### config.mk
export PLATFORM = sky130hd
export DESIGN_NAME = sdcfir_cell
export DESIGN_NICKNAME = d
export VERILOG_FILES = /design/src/hw/rtl/assert_macros.svh /design/src/hw/rtl/sdcfir_pkg.sv /design/src/hw/rtl/sdcfir_cell.sv
export SDC_FILE = /design/constraint.sdc
export NUM_CORES = 1
export LEC_CHECK = 0
export ABC_CLOCK_PERIOD_IN_PS = 1200
export BUFFER_PORTS_ARGS = -buffer_cell sky130_fd_sc_hd__clkbuf_2
export CAP_MARGIN = 10
export CORE_AREA = 2 2 95 97
export CTS_BUF_LIST = sky130_fd_sc_hd__clkbuf_8 sky130_fd_sc_hd__clkbuf_16
export DETAILED_ROUTE_END_ITERATION = 7
export DIE_AREA = 0 0 97 99
export PLACE_DENSITY = 0.79
export SYNTH_ARGS = -nofsm -noshare
export SYNTH_HDL_FRONTEND = slang
export SYNTH_SLANG_ARGS = --single-unit
### constraint.sdc
create_clock -name clk -period 1.2 [get_ports clk]
set_input_delay 0.06 -clock clk [delete_from_list [all_inputs] [get_ports clk]]
set_output_delay 0.06 -clock clk [all_outputs]
set_load 0.005 [all_outputs]
### src/hw/rtl/assert_macros.svh
// Assertion macros shared by the RTL of the stereo DC blocker and FIR block.
// Depends on nothing; assertions compile away when SYNTHESIS is defined.
`ifndef ASSERT_MACROS_SVH
`define ASSERT_MACROS_SVH

`ifndef SYNTHESIS

`define ASSERT_SAME_CYCLE(label, clk, rst, ante, cons, msg) \
  label: assert property (@(posedge clk) disable iff (rst) (ante) |-> (cons)) \
    else $error(msg);

`define ASSERT_NEXT_CYCLE(label, clk, rst, ante, cons, msg) \
  label: assert property (@(posedge clk) disable iff (rst) (ante) |=> (cons)) \
    else $error(msg);

`else

`define ASSERT_SAME_CYCLE(label, clk, rst, ante, cons, msg)

`define ASSERT_NEXT_CYCLE(label, clk, rst, ante, cons, msg)

`endif

`endif

### src/hw/rtl/sdcfir_pkg.sv
// Shared types and constants of the stereo DC blocker and FIR block.
// Used by the tap cell, the DC blocker and the top level.
package sdcfir_pkg;

  localparam int POLE_WIDTH = 23;
  localparam int POLE_FRAC  = 23;

  localparam logic OP_FRAME     = 1'b0;
  localparam logic OP_COEF_LOAD = 1'b1;
  localparam logic REG_ENABLE   = 1'b0;
  localparam logic REG_DC_POLE  = 1'b1;

  typedef struct packed {
    logic insert;
    logic rotate;
  } cell_ctrl_t;

endpackage

### src/hw/rtl/sdcfir_cell.sv
// One tap cell of the FIR ring: a coefficient and the left and right history words.
// Depends on sdcfir_pkg for the control struct.
module sdcfir_cell
  import sdcfir_pkg::*;
#(
  parameter int SAMPLE_WIDTH = 24,
  parameter int COEF_WIDTH   = 24
) (
  input  logic                           clk,
  input  logic                           rst,
  input  cell_ctrl_t                     ctrl,
  input  logic                           load,
  input  logic signed [COEF_WIDTH-1:0]   load_coef,
  input  logic signed [COEF_WIDTH-1:0]   rot_coef,
  input  logic signed [SAMPLE_WIDTH-1:0] rot_left,
  input  logic signed [SAMPLE_WIDTH-1:0] rot_right,
  input  logic signed [SAMPLE_WIDTH-1:0] shift_left,
  input  logic signed [SAMPLE_WIDTH-1:0] shift_right,
  output logic signed [COEF_WIDTH-1:0]   coef,
  output logic signed [SAMPLE_WIDTH-1:0] hist_left,
  output logic signed [SAMPLE_WIDTH-1:0] hist_right
);

  always_ff @(posedge clk) begin
    if (rst) begin
      coef       <= '0;
      hist_left  <= '0;
      hist_right <= '0;
    end else begin
      priority if (load) begin
        coef <= load_coef;
      end else if (ctrl.rotate) begin
        coef       <= rot_coef;
        hist_left  <= rot_left;
        hist_right <= rot_right;
      end else if (ctrl.insert) begin
        hist_left  <= shift_left;
        hist_right <= shift_right;
      end else begin
        coef       <= coef;
        hist_left  <= hist_left;
        hist_right <= hist_right;
      end
    end
  end

endmodule

**Yosys cells after proc, flatten, opt, wreduce, memory -nomap -nowiden**

Cells that the tools add are included.

- Register bits after elaboration: 72
- Bits of input ports: 149
- Word-level logic and storage cells: 13

- Muxes and demuxes: 6
- Bitwise logic cells: 1
- Reductions and logical operators: 3

Operators by type and width:

| kind | number |
|---|---|
| two-way mux 24 bit | 6 |
| nonzero test 2 bit | 2 |
| AND reduction 2 bit | 1 |
| inverter 1 bit | 1 |

**Longest topological paths before layout**

- Word-level depth: 2
- Gate-level depth with buffers: 5

**Least setup slack after synthesis**

Ideal clock, no wire load.

- Path kind: input port to flip-flop
- Start: input port rst
- End: register hist_left[10]
- Setup time: 0.088 ns
- Arrival time: 0.883 ns
- Data required time: 1.112 ns
- Slack: 0.229 ns
- Stages on the path: 5
- Path buffers: 3
- Path through: buf_6 or2_4 buf_6 buf_6 o32ai_2

RTL lines:

| item | RTL line | source |
|---|---|---|
| from (decl) | sdcfir_cell.sv:10 | `input logic rst,` |
| to (signal assigned) | sdcfir_cell.sv:34 | `hist_left <= rot_left;` |
| to (signal assigned) | sdcfir_cell.sv:37 | `hist_left <= shift_left;` |
| to (signal assigned) | sdcfir_cell.sv:41 | `hist_left <= hist_left;` |
| to (decl) | sdcfir_cell.sv:20 | `output logic signed [SAMPLE_WIDTH-1:0] hist_left,` |

**Worst setup path in the final report**

- Start: register coef[11]
- End: output port coef[11]

RTL lines:

| item | RTL line | source |
|---|---|---|
| from (decl) | sdcfir_cell.sv:19 | `output logic signed [COEF_WIDTH-1:0] coef,` |
| from (signal assigned) | sdcfir_cell.sv:31 | `coef <= load_coef;` |
| from (signal assigned) | sdcfir_cell.sv:33 | `coef <= rot_coef;` |
| from (signal assigned) | sdcfir_cell.sv:40 | `coef <= coef;` |

No word-level cell between the ends.

==> impl_metrics.toml <==
[outcome]
status = "complete, no violations"

[timing]
maxSlewHeadroom_pct = 54.3
min_period_ns = 0.880
setup_viol = 0
fin_crit_sh_pct = 73.4
timing.fmax_ghz = 1.14
drv_slew = 0
rsz0062_at_grt = "no"
tns_ns = 0
hold_violations = 0
worst_pin_slew_ns = 0.686
setup_slack_ns = 0.320
fin_skew_ns = 0

[setup_path]
start_kind = "flip-flop"
worstPathRequired_ns = 1.14
slowest_delay_ns = 0.37
cp_num_buf_inv = 1
cp_cell_sequence = "clkbuf_2"
worstPathMaxFanout = 2
cp-end-kind = "primary output"
ff2ff_setup_slack_ns = 0.40
cp_slowest_cell = "dfxtp_1"
critPathKind = "flip-flop to primary output"
crit_family = "flip-flops"
cp.arrival_ns = 0.82

[grt]
first_global_vias = 3507
antenna_found_initial = 0
grt_overflow = 0
track_usage_pct = 21.2
grt_pass1_wl_microns = 16600
grt_max_degree = 51

[run]
drv_cap = 0

[place]
dp_slack_ns = -0.00720
place_congestion = 0.758
hpwlAfterDp_microns = 7560
io_buffers = 220

[floorplan]
core_sq_mm = 0.00855
die-area_sq_mm = 0.00960
die_w_microns = 97
initial_utilization_pct = 42.0
die_height_microns = 99
io_pins = 221
placementRows = 34

[synth]
async_flop_share_pct = 0
synth_top_area_share_pct = 40.1
synth_top_family_by_area = "compound AO/OA/AOI/OAI gates"
postSynthCellCount = 327
synthXorXnorAreaFrac_pct = 0
syn_area_sq_mm = 0.00359
synth_fa_ha_area_share_pct = 0
synth.net_count = 476
synth-compound-area-share_pct = 21.2
synthMuxAreaShare_pct = 20.1
synth.top_cells.by_area = "dfxtp_1, mux2i_1, o32ai_2, nand2b_1, o32ai_1"
ys_types = 16
ys_seq_area_share_pct = 40.1
yosys.area_share.simple_pct = 12.9
yosysTopAreaCell = "dfxtp_1"
synth_area_per_cell_sq_um = 11.0
yosysWarnings = 0
yosys_register_bits = 72
synthTopCellsByCount = "dfxtp_1, mux2i_1, nand2b_1"
synth_edf_count = 0
synth_flop_cell = "dfxtp_1"

[drt]
drtIter0Drc = 42
firstDrtPassIters = 4
totalWireLength_microns = 10400
drtAntennaViolNets = 0
wl_per_cell_microns = 15.8
avgViaCountPerCell = 5.17
drc = 0
num_vias = 3404

[power_and_ir_drop]
peakVddDrop_uv = 816
powerDensity_mw_per_mm2 = 1160
total_power_uw = 5940
p_leak_uw = 0.00244

[clocking]
insertion_delay_ns = 0.33
cts_tree = "yes"
cts_sinks = 72
numCtsBuffers = 9
root_buffer = "clkbuf_8"
htreeDepth = 3
clockBufferDepth = 2
ctsResizeCount = 0
clk_pin_slew_ns = 0.08
post_cts_buffers = 0

[worst_hold_path]
hold_path.class = "input port to flip-flop"

[cells_and_area]
syn_to_final_growth_pct = 42.6
drive_gt1_share_pct = 49.3
final_net_count = 694
antennaDiodeCount = 0
num-fill-cells = 728
utilization_pct = 59.9
path summary, 6_finish.rpt:
path	from	endpoint	depth (start not counted)
setup reg to reg	coef[15]	coef[15]	2
setup / recovery	coef[11]	coef[11]	1
hold / removal	load_coef[1]	coef[1]	3
hold reg to reg	hist_right[21]	hist_right[21]	2
power by group:
| group | leakage, uW | internal, uW | switching (uW) |
|---|---|---|---|
| registers | 0.000595 | 2560 | 95.4 |
| logic | 0.00173 | 635 | 535 |
| clock network | 0.000112 | 1220 | 899 |
final cells by class:
cell class / count / area, sq um / area share [%]
clock buffer: 10 / 138 / 2.69
clock inverter: 6 / 82.6 / 1.61
inverter: 1 / 3.75 / 0.0733
multi-input combinational: 219 / 1950 / 38.1
sequential: 72 / 1440 / 28.1
tap: 108 / 135 / 2.64
timing repair buffer: 242 / 1370 / 26.7
sequential cells by signal, summed over array words and instances, names as in the netlist:
register,cells
coef,24
hist_left,24
hist_right,24
kinds of logic after synthesis:
group,Yosys count
AO/OA/AOI/OAI,73
buffers and inverters,36
flip-flops,72
multiplexers,72
AND/OR/NAND/NOR,74
per-layer routing:
layer	up-vias	global-route usage, %	share of wire [%]
met2	140	39.0	52
met5	-	0	0
met3	18	5.74	6.6
met4	0	7.15	2.0
met1	1585	23.7	40
li1	1661	-	-
per-stage QoR:
| step | cell area, sq um | hold slack (ns) | instances |
|---|---|---|---|
| floorplan | 3590 | 0.251 | 327 |
| detailed placement | 4800 | 0.349 | 632 |
| finish | 5120 | 0.0119 | 658 |
| global route | 5120 | 0.0143 | 658 |
| global placement | 4800 | 0.339 | 632 |
| CTS | 5120 | 0.000345 | 658 |
timing repair:
action,in CTS,in global routing
hold buffers,10,0
endpoints found under the setup margin,0,0
hold endpoints to repair,10,0
cells in the final DEF (no fill, tap or decap):
master,instances
clkbuf_8,10
or2_4,1
clkinvlp_4,1
mux2i_1,72
o32ai_1,28
clkinv_2,3
buf_4,7
bufinv_16,2
a211oi_1,24
nand2b_1,48
dlygate4sd3_1,10
nor2b_1,24
o21ba_2,1
clkbuf_2,219
dfxtp_1,72
nor2_4,1
o32ai_2,20
buf_12,6
inv_1,1
(Power assumes the default switching activity.)
