**config.mk**
```make
export PLATFORM = sky130hd
export DESIGN_NAME = sdcfir_dc
export DESIGN_NICKNAME = d
export VERILOG_FILES = /design/src/hw/rtl/assert_macros.svh /design/src/hw/rtl/sdcfir_pkg.sv /design/src/hw/rtl/sdcfir_dc.sv
export SDC_FILE = /design/constraint.sdc
export NUM_CORES = 2
export LEC_CHECK = 0
export BUFFER_PORTS_ARGS = -buffer_cell sky130_fd_sc_hd__buf_2
export CORE_ASPECT_RATIO = 2
export CORE_MARGIN = 3
export CORE_UTILIZATION = 50
export CTS_BUF_LIST = sky130_fd_sc_hd__clkbuf_4 sky130_fd_sc_hd__clkbuf_8 sky130_fd_sc_hd__clkbuf_16
export DETAILED_ROUTE_END_ITERATION = 6
export GPL_TIMING_DRIVEN = 1
export PLACE_DENSITY_LB_ADDON = 0.15
export SETUP_SLACK_MARGIN = 0.2
export SLEW_MARGIN = 25
export SYNTH_ARGS = -nofsm -noshare
export SYNTH_HDL_FRONTEND = slang
export SYNTH_SLANG_ARGS = --single-unit
```
**constraint.sdc**
```tcl
create_clock -name clk -period 14.25 [get_ports clk]
set_clock_uncertainty 0.15 [all_clocks]
set_input_delay 0.7125 -clock clk [delete_from_list [all_inputs] [get_ports clk]]
set_output_delay 0.7125 -clock clk [all_outputs]
set_load 0.005 [all_outputs]
```
**src/hw/rtl/assert_macros.svh**
```systemverilog
// Assertion macros shared by the RTL of the stereo DC blocker and FIR block.
// Depends on nothing; assertions compile away when SYNTHESIS is defined.
`ifndef ASSERT_MACROS_SVH
`define ASSERT_MACROS_SVH

`ifndef SYNTHESIS

`define ASSERT_SAME_CYCLE(label, clk, rst, ante, cons, msg) \
  label: assert property (@(posedge clk) disable iff (rst) (ante) |-> (cons)) \
    else $error(msg);

`define ASSERT_NEXT_CYCLE(label, clk, rst, ante, cons, msg) \
  label: assert property (@(posedge clk) disable iff (rst) (ante) |=> (cons)) \
    else $error(msg);

`else

`define ASSERT_SAME_CYCLE(label, clk, rst, ante, cons, msg)

`define ASSERT_NEXT_CYCLE(label, clk, rst, ante, cons, msg)

`endif

`endif

```
**src/hw/rtl/sdcfir_pkg.sv**
```systemverilog
// Shared types and constants of the stereo DC blocker and FIR block.
// Used by the tap cell, the DC blocker and the top level.
package sdcfir_pkg;

  localparam int POLE_WIDTH = 23;
  localparam int POLE_FRAC  = 23;

  localparam logic OP_FRAME     = 1'b0;
  localparam logic OP_COEF_LOAD = 1'b1;
  localparam logic REG_ENABLE   = 1'b0;
  localparam logic REG_DC_POLE  = 1'b1;

  typedef struct packed {
    logic insert;
    logic rotate;
  } cell_ctrl_t;

endpackage

```
**src/hw/rtl/sdcfir_dc.sv**
```systemverilog
// One-pole DC blocker for one channel, with its previous input and output words.
// Depends on sdcfir_pkg for the pole format.
module sdcfir_dc
  import sdcfir_pkg::*;
#(
  parameter int SAMPLE_WIDTH = 24
) (
  input  logic                           clk,
  input  logic                           rst,
  input  logic                           mul_en,
  input  logic                           commit,
  input  logic signed [SAMPLE_WIDTH-1:0] x,
  input  logic [POLE_WIDTH-1:0]          pole,
  output logic signed [SAMPLE_WIDTH-1:0] y
);

  localparam int FBW = POLE_WIDTH + 1 + SAMPLE_WIDTH;
  localparam int SUMW = SAMPLE_WIDTH + 3;
  localparam logic signed [SUMW-1:0] Y_MAX = (SUMW'(1) << (SAMPLE_WIDTH - 1)) - SUMW'(1);
  localparam logic signed [SUMW-1:0] Y_MIN = ~Y_MAX;

  logic signed [SAMPLE_WIDTH-1:0] prev_in;
  logic signed [SAMPLE_WIDTH-1:0] prev_out;
  logic signed [FBW-1:0]          fb;
  logic signed [FBW:0]            fb_sum;
  logic signed [FBW:0]            fb_sh;
  logic signed [SAMPLE_WIDTH:0]   fb_n;
  logic signed [SUMW-1:0]         sum;

  always_comb begin
    fb_sum = (FBW + 1)'(fb) + ((FBW + 1)'(1) << (POLE_FRAC - 1));
    fb_sh  = fb_sum >>> POLE_FRAC;
    fb_n   = fb_sh[SAMPLE_WIDTH:0];
    sum    = SUMW'(x) - SUMW'(prev_in) + SUMW'(fb_n);
    if (sum > Y_MAX) begin
      y = Y_MAX[SAMPLE_WIDTH-1:0];
    end else if (sum < Y_MIN) begin
      y = Y_MIN[SAMPLE_WIDTH-1:0];
    end else begin
      y = sum[SAMPLE_WIDTH-1:0];
    end
  end

  always_ff @(posedge clk) begin
    if (rst) begin
      prev_in  <= '0;
      prev_out <= '0;
    end else if (commit) begin
      prev_in  <= x;
      prev_out <= y;
    end
  end

  always_ff @(posedge clk) begin
    if (mul_en) begin
      fb <= FBW'($signed({1'b0, pole})) * FBW'(prev_out);
    end
  end

endmodule

```
# Word level (Yosys, flattened, before mapping)
# Cells that the tools add are included.
# Widths: inputs -> output; s select.
# op_classes
n_reduce_logical,0
div_mod_pow,0
n_eq_ne,0
n_addsub,3
mux,2
magnitude_cmp,2
n_mul,1
n_shift,0
bitwise,0
# op_table
cell,n
$add 48x24->48 const B,1
$mul 24x24->48,1
$mux 24,2
$add 25x25->26,1
$gt 26x24->1 const B,1
$lt 26x24->1 const B,1
$sub 24x24->25,1
# word_totals
inputBits,51
elab_cells,11
rom_bits,0
latchBits,0
n_memories,0
mem_bits_rw,0
register_bits,96

# Depth between registers and ports, before layout
# logic_depth
word_depth,5
depth_mapped,26
mapped_depth_nobuf,25

# Worst setup path after synthesis
# OpenSTA, ideal clock, no wires.
# synth_timing
path_type,input-to-reg
from,input pole[19]
to,"register fb[37], data pin"
t_required_ns,13.841
path_stages,22
t_arrival_ns,6.769
slack_ns,7.072
path_cell_list,clkbuf_1 -> nand2_1 -> fa_1 -> inv_1 -> fa_1 -> inv_1 -> fa_1 -> fa_1 -> inv_1 -> fa_1 -> fa_1 -> fa_1 -> ha_1 -> a21o_1 -> a21o_1 -> a2111oi_0 -> o211ai_1 -> a31oi_1 -> o21ai_1 -> a211o_1 -> a21oi_1 -> xnor2_1
# synth_via
elab_chain_len,1
# synth_lines
element,line_no,text
from (decl),sdcfir_dc.sv:13,"input logic [POLE_WIDTH-1:0] pole,"
$mul 24x24->48,sdcfir_dc.sv:56,"fb <= FBW'($signed({1'b0, pole})) * FBW'(prev_out);"
to (signal assigned),sdcfir_dc.sv:56,
to (decl),sdcfir_dc.sv:24,logic signed [FBW-1:0] fb;
# No other way between the ends.
# A chain may end at the register's enable or synchronous reset.

# Final worst setup path
# layout_timing
from,register prev_out[12]
to,"register fb[44], data pin"
# layout_via
elab_chain_len,1
# layout_lines
element,line_no,text
from (decl),sdcfir_dc.sv:23,logic signed [SAMPLE_WIDTH-1:0] prev_out;
from (signal assigned),sdcfir_dc.sv:50,prev_out <= y;
$mul 24x24->48,sdcfir_dc.sv:56,
# No other way between the ends.

==> run_results.csv <==
group,metric,value,unit
run_status,outcome,"complete, no violations",
clocking,tritoncts,"yes",
clocking,count_of_cells_resized_by_post_cts_repair,0,
sta,max_freq,0.124,GHz
critical_path,r2r_start,"prev_out[12]$_SDFFE_PP0P_",
sta,final_hold_viol_count,0,
critical_path,worst-r2r-setup-slack,6.21,ns
floorplan,die_x,157,um
synthesis,yosysSeqAreaShare,7.60,%
routing,detailroute.via_count,17300,
critical_path,worstPathMaxFanout,19,
cells_and_area,drive_above_1_share,4.99,%
global_routing,first_global_vias,19800,
critical_path,critPathCapture,"fb[44]$_DFFE_PP_",
critical_path,crit-reg2reg-capture,"fb[44]$_DFFE_PP_",
synthesis,synth_enable_flop_cells,26,
run,timing.max_cap.violations,0,
global_routing,grt_first_pass_wirelength,104,mm
clocking,cts.clk_slew.worst_paths,0.07,ns
floorplan,fp-row-count,110,
placement,detailedPlace.worstSlack,5.96,ns
sta,setup_ws_post_layout,6.21,ns
routing,drt_drc_violations_left,0,
cells_and_area,final.fill_count,4301,
global_routing,number_of_antenna_violations_at_the_first_check_in_global_routing,3,
synthesis,synthesis.yosys.warnings,0,
global_routing,grtUsageTotal,28.4,%
sta,setup_tns,0,ns
global_routing,grt-ovfl-total,0,
sta,setup_viol,0,
synthesis,synthesis.area_per_instance,9.02,um^2
floorplan,design.core.area,45100,um^2
sta,finalWorstPathRequiredPeriod,8.04,ns
cells_and_area,layout_commonest_cell,"inv_1",
routing,drt_first_iter_violations,768,
floorplan,initial_utilization,50.7,%
critical_path,cell_with_the_most_instances_on_the_worst_path,"fa_1",
clocking,clock_tree.htree_level_count,3,
cells_and_area,multi_input_gate_area_in_the_final_layout,18600,um^2
critical_path,critPathKind,"reg -> reg",
synthesis,syn_nets,3298,
critical_path,list_of_cells_traversed_by_the_critical_path,"buf_4, nand2_1, fa_1, inv_1, fa_1, inv_1, fa_1, inv_1, fa_1, fa_1, fa_1, fa_1, ha_1, a21oi_1, o21ai_0, a221oi_1, o21ai_0, a21o_1, o21ai_1, o21bai_1, a21oi_1, xnor2_1",
sta,maxSlewViolCount,0,
routing,via_per_inst,5.61,
critical_path,worstPathRequired,14.21,ns
synthesis,async_set_reset_flop_share_out_of_synthesis,0,%
synthesis,syn-cell-area,22900,um^2
sta,slew_headroom,33.3,%
synthesis,postSynthRegisterBits,74,
critical_path,arr_time_crit_path,8.00,ns
placement,dpl.cell_count,3070,
cells_and_area,synthToLayoutAreaGrowth,4.68,%
clocking,clock_network_latency_to_the_later_pin_of_the_worst_skew_pair,0.36,ns
clocking,clock_sink_count,74,
routing,first_pass_iters,7,
routing,routed_wirelength,66.2,mm
critical_path,timing.critical_path.slowest_cell_delay,0.64,ns
floorplan,fp.dieArea,48600,um^2
global_routing,maximum_number_of_pins_on_one_net_before_global_route_repair,72,
cells_and_area,layoutNonFillerInstCount,3088,
placement,place_hpwl,54.0,mm
cells_and_area,sequential_cell_area,1750,um^2
min_path,worstHoldPathType,"reg -> reg",
critical_path,cp_slowest_cell,"fa_1",
critical_path,timing.critical_path.to_type,"flop",
synthesis,ys_types,61,
sta,worst-slew-pin-transition,1.00,ns
clocking,postCtsHoldBufs,0,
critical_path,r2r.worst_path.cells,22,
synthesis,syn-instance-count,2540,
placement,gpl.final_weighted_congestion,0.956,
synthesis,synth_top_flop_cell,"dfxtp_1",
critical_path,crit_start,"prev_out[12]$_SDFFE_PP0P_",
floorplan,die_y,309,um
routing,detail_route.wl_per_cell,21.4,um
clocking,cts-root-buf,"clkbuf_16",
clocking,clockBufferDepth,2,
critical_path,timing.critical_path.from_type,"flop",
sta,rsz_0062_raised_after_global_routing,"false",
sta,layout_worst_path_cycle_share,56.4,%
cells_and_area,finalNetCount,3279,
clocking,post-cts-setup-buffer-count,0,
routing,antenna_left,0,
cells_and_area,layout.core_utilization,53.1,%
clocking,cts-buffers-inserted,9,
placement,port-buffer-count,74,
cells_and_area,layout_common_cells,"548 x inv_1, 484 x fa_1, 308 x nand2_1",
floorplan,floorplan.io_pins,75,
## cell families after synthesis
kind of cell | Yosys count | share of synthesized area, %
AO/OA/AOI/OAI | 232 | 6.63
XOR/XNOR | 77 | 2.98
adder cells (fa/ha/maj) | 707 | 54.5
buffers and inverters | 676 | 11.1
flip-flops | 74 | 7.60
multiplexers | 26 | 1.14
AND/OR/NAND/NOR | 748 | 16.1
## flip-flops by register name, indices dropped and copies added (netlist names)
register  count
fb           26
prev_in      24
prev_out     24
## worst max-delay path, delay by kind of cell (launching register included)
family | cells | cell delay [ns]
adder cells (fa/ha/maj) | 8 | 4.11
AO/OA/AOI/OAI | 8 | 2.22
buffers and inverters | 4 | 0.57
flip-flops | 1 | 0.53
AND/OR/NAND/NOR | 1 | 0.13
XOR/XNOR | 1 | 0.08
## synthesized netlist by cell type (all sizes together), types with 2 or more instances
cell	n	area [um^2]
a22oi	4	30.0
a221oi	4	35.0
nor3	4	20.0
o2111ai	3	26.3
o211ai	10	75.1
a211oi	33	253
or3	2	12.5
o21bai	3	22.5
xnor2	49	437
o21ai	32	164
nand2	308	1160
nor2b	13	81.3
inv	549	2060
fa	484	9690
a31oi	7	43.8
buf	7	32.5
and2	266	1660
a2111oi	3	33.8
dfxtp	48	961
a21o	34	255
and4	3	26.3
a21oi	78	394
nand3	25	125
ha	223	2790
a41oi	2	25.0
nor2	82	308
clkbuf	119	447
edfxtp	26	781
nand2b	17	106
nand4	15	93.8
or2	3	18.8
mux2i	26	260
o21a	6	46.3
xor2	28	245
a211o	3	26.3
and3	8	50.1
## per-stage QoR
stage                     cell area, um^2  hold WS, ns
final                               24000        0.338
after CTS                           24000        0.337
after global routing                24000        0.356
after detailed placement            23700        0.329
after global placement              23700        0.323
after floorplan                     22900        0.310
## area by class of cell
cell class | count | share of cell area [%]
clock inverter | 7 | 0.271
sequential | 74 | 7.28
multi-input combinational | 1790 | 77.7
tap | 560 | 2.92
timing repair buffer | 96 | 2.23
inverter | 550 | 8.61
antenna | 2 | 0.0209
clock buffer | 9 | 0.939
## per-layer routing
layer	GRT usage [%]	wire, um	vias up
met5	0	5	-
met4	20.8	6270	2
met3	2.63	2520	286
met2	55.2	37100	575
met1	26.8	20400	8832
li1	-	-	7629
## worst min path at each step
stage | start | end | slack (ns) | depth (start not counted)
5_1_grt | prev_out[19]$_SDFFE_PP0P_ | prev_out[19]$_SDFFE_PP0P_ | 0.36 | 2
2_1_floorplan | prev_in[10]$_SDFFE_PP0P_ | prev_in[10]$_SDFFE_PP0P_ | 0.31 | 2
6_report | prev_out[20]$_SDFFE_PP0P_ | prev_out[20]$_SDFFE_PP0P_ | 0.34 | 2
3_3_place_gp | prev_in[16]$_SDFFE_PP0P_ | prev_in[16]$_SDFFE_PP0P_ | 0.32 | 2
3_5_place_dp | prev_out[17]$_SDFFE_PP0P_ | prev_out[17]$_SDFFE_PP0P_ | 0.33 | 2
4_1_cts | prev_out[17]$_SDFFE_PP0P_ | prev_out[17]$_SDFFE_PP0P_ | 0.34 | 2
Power is left out: the tool's default activity adds up to more than one toggle a clock period on the data nets, which glitch-free logic cannot reach.
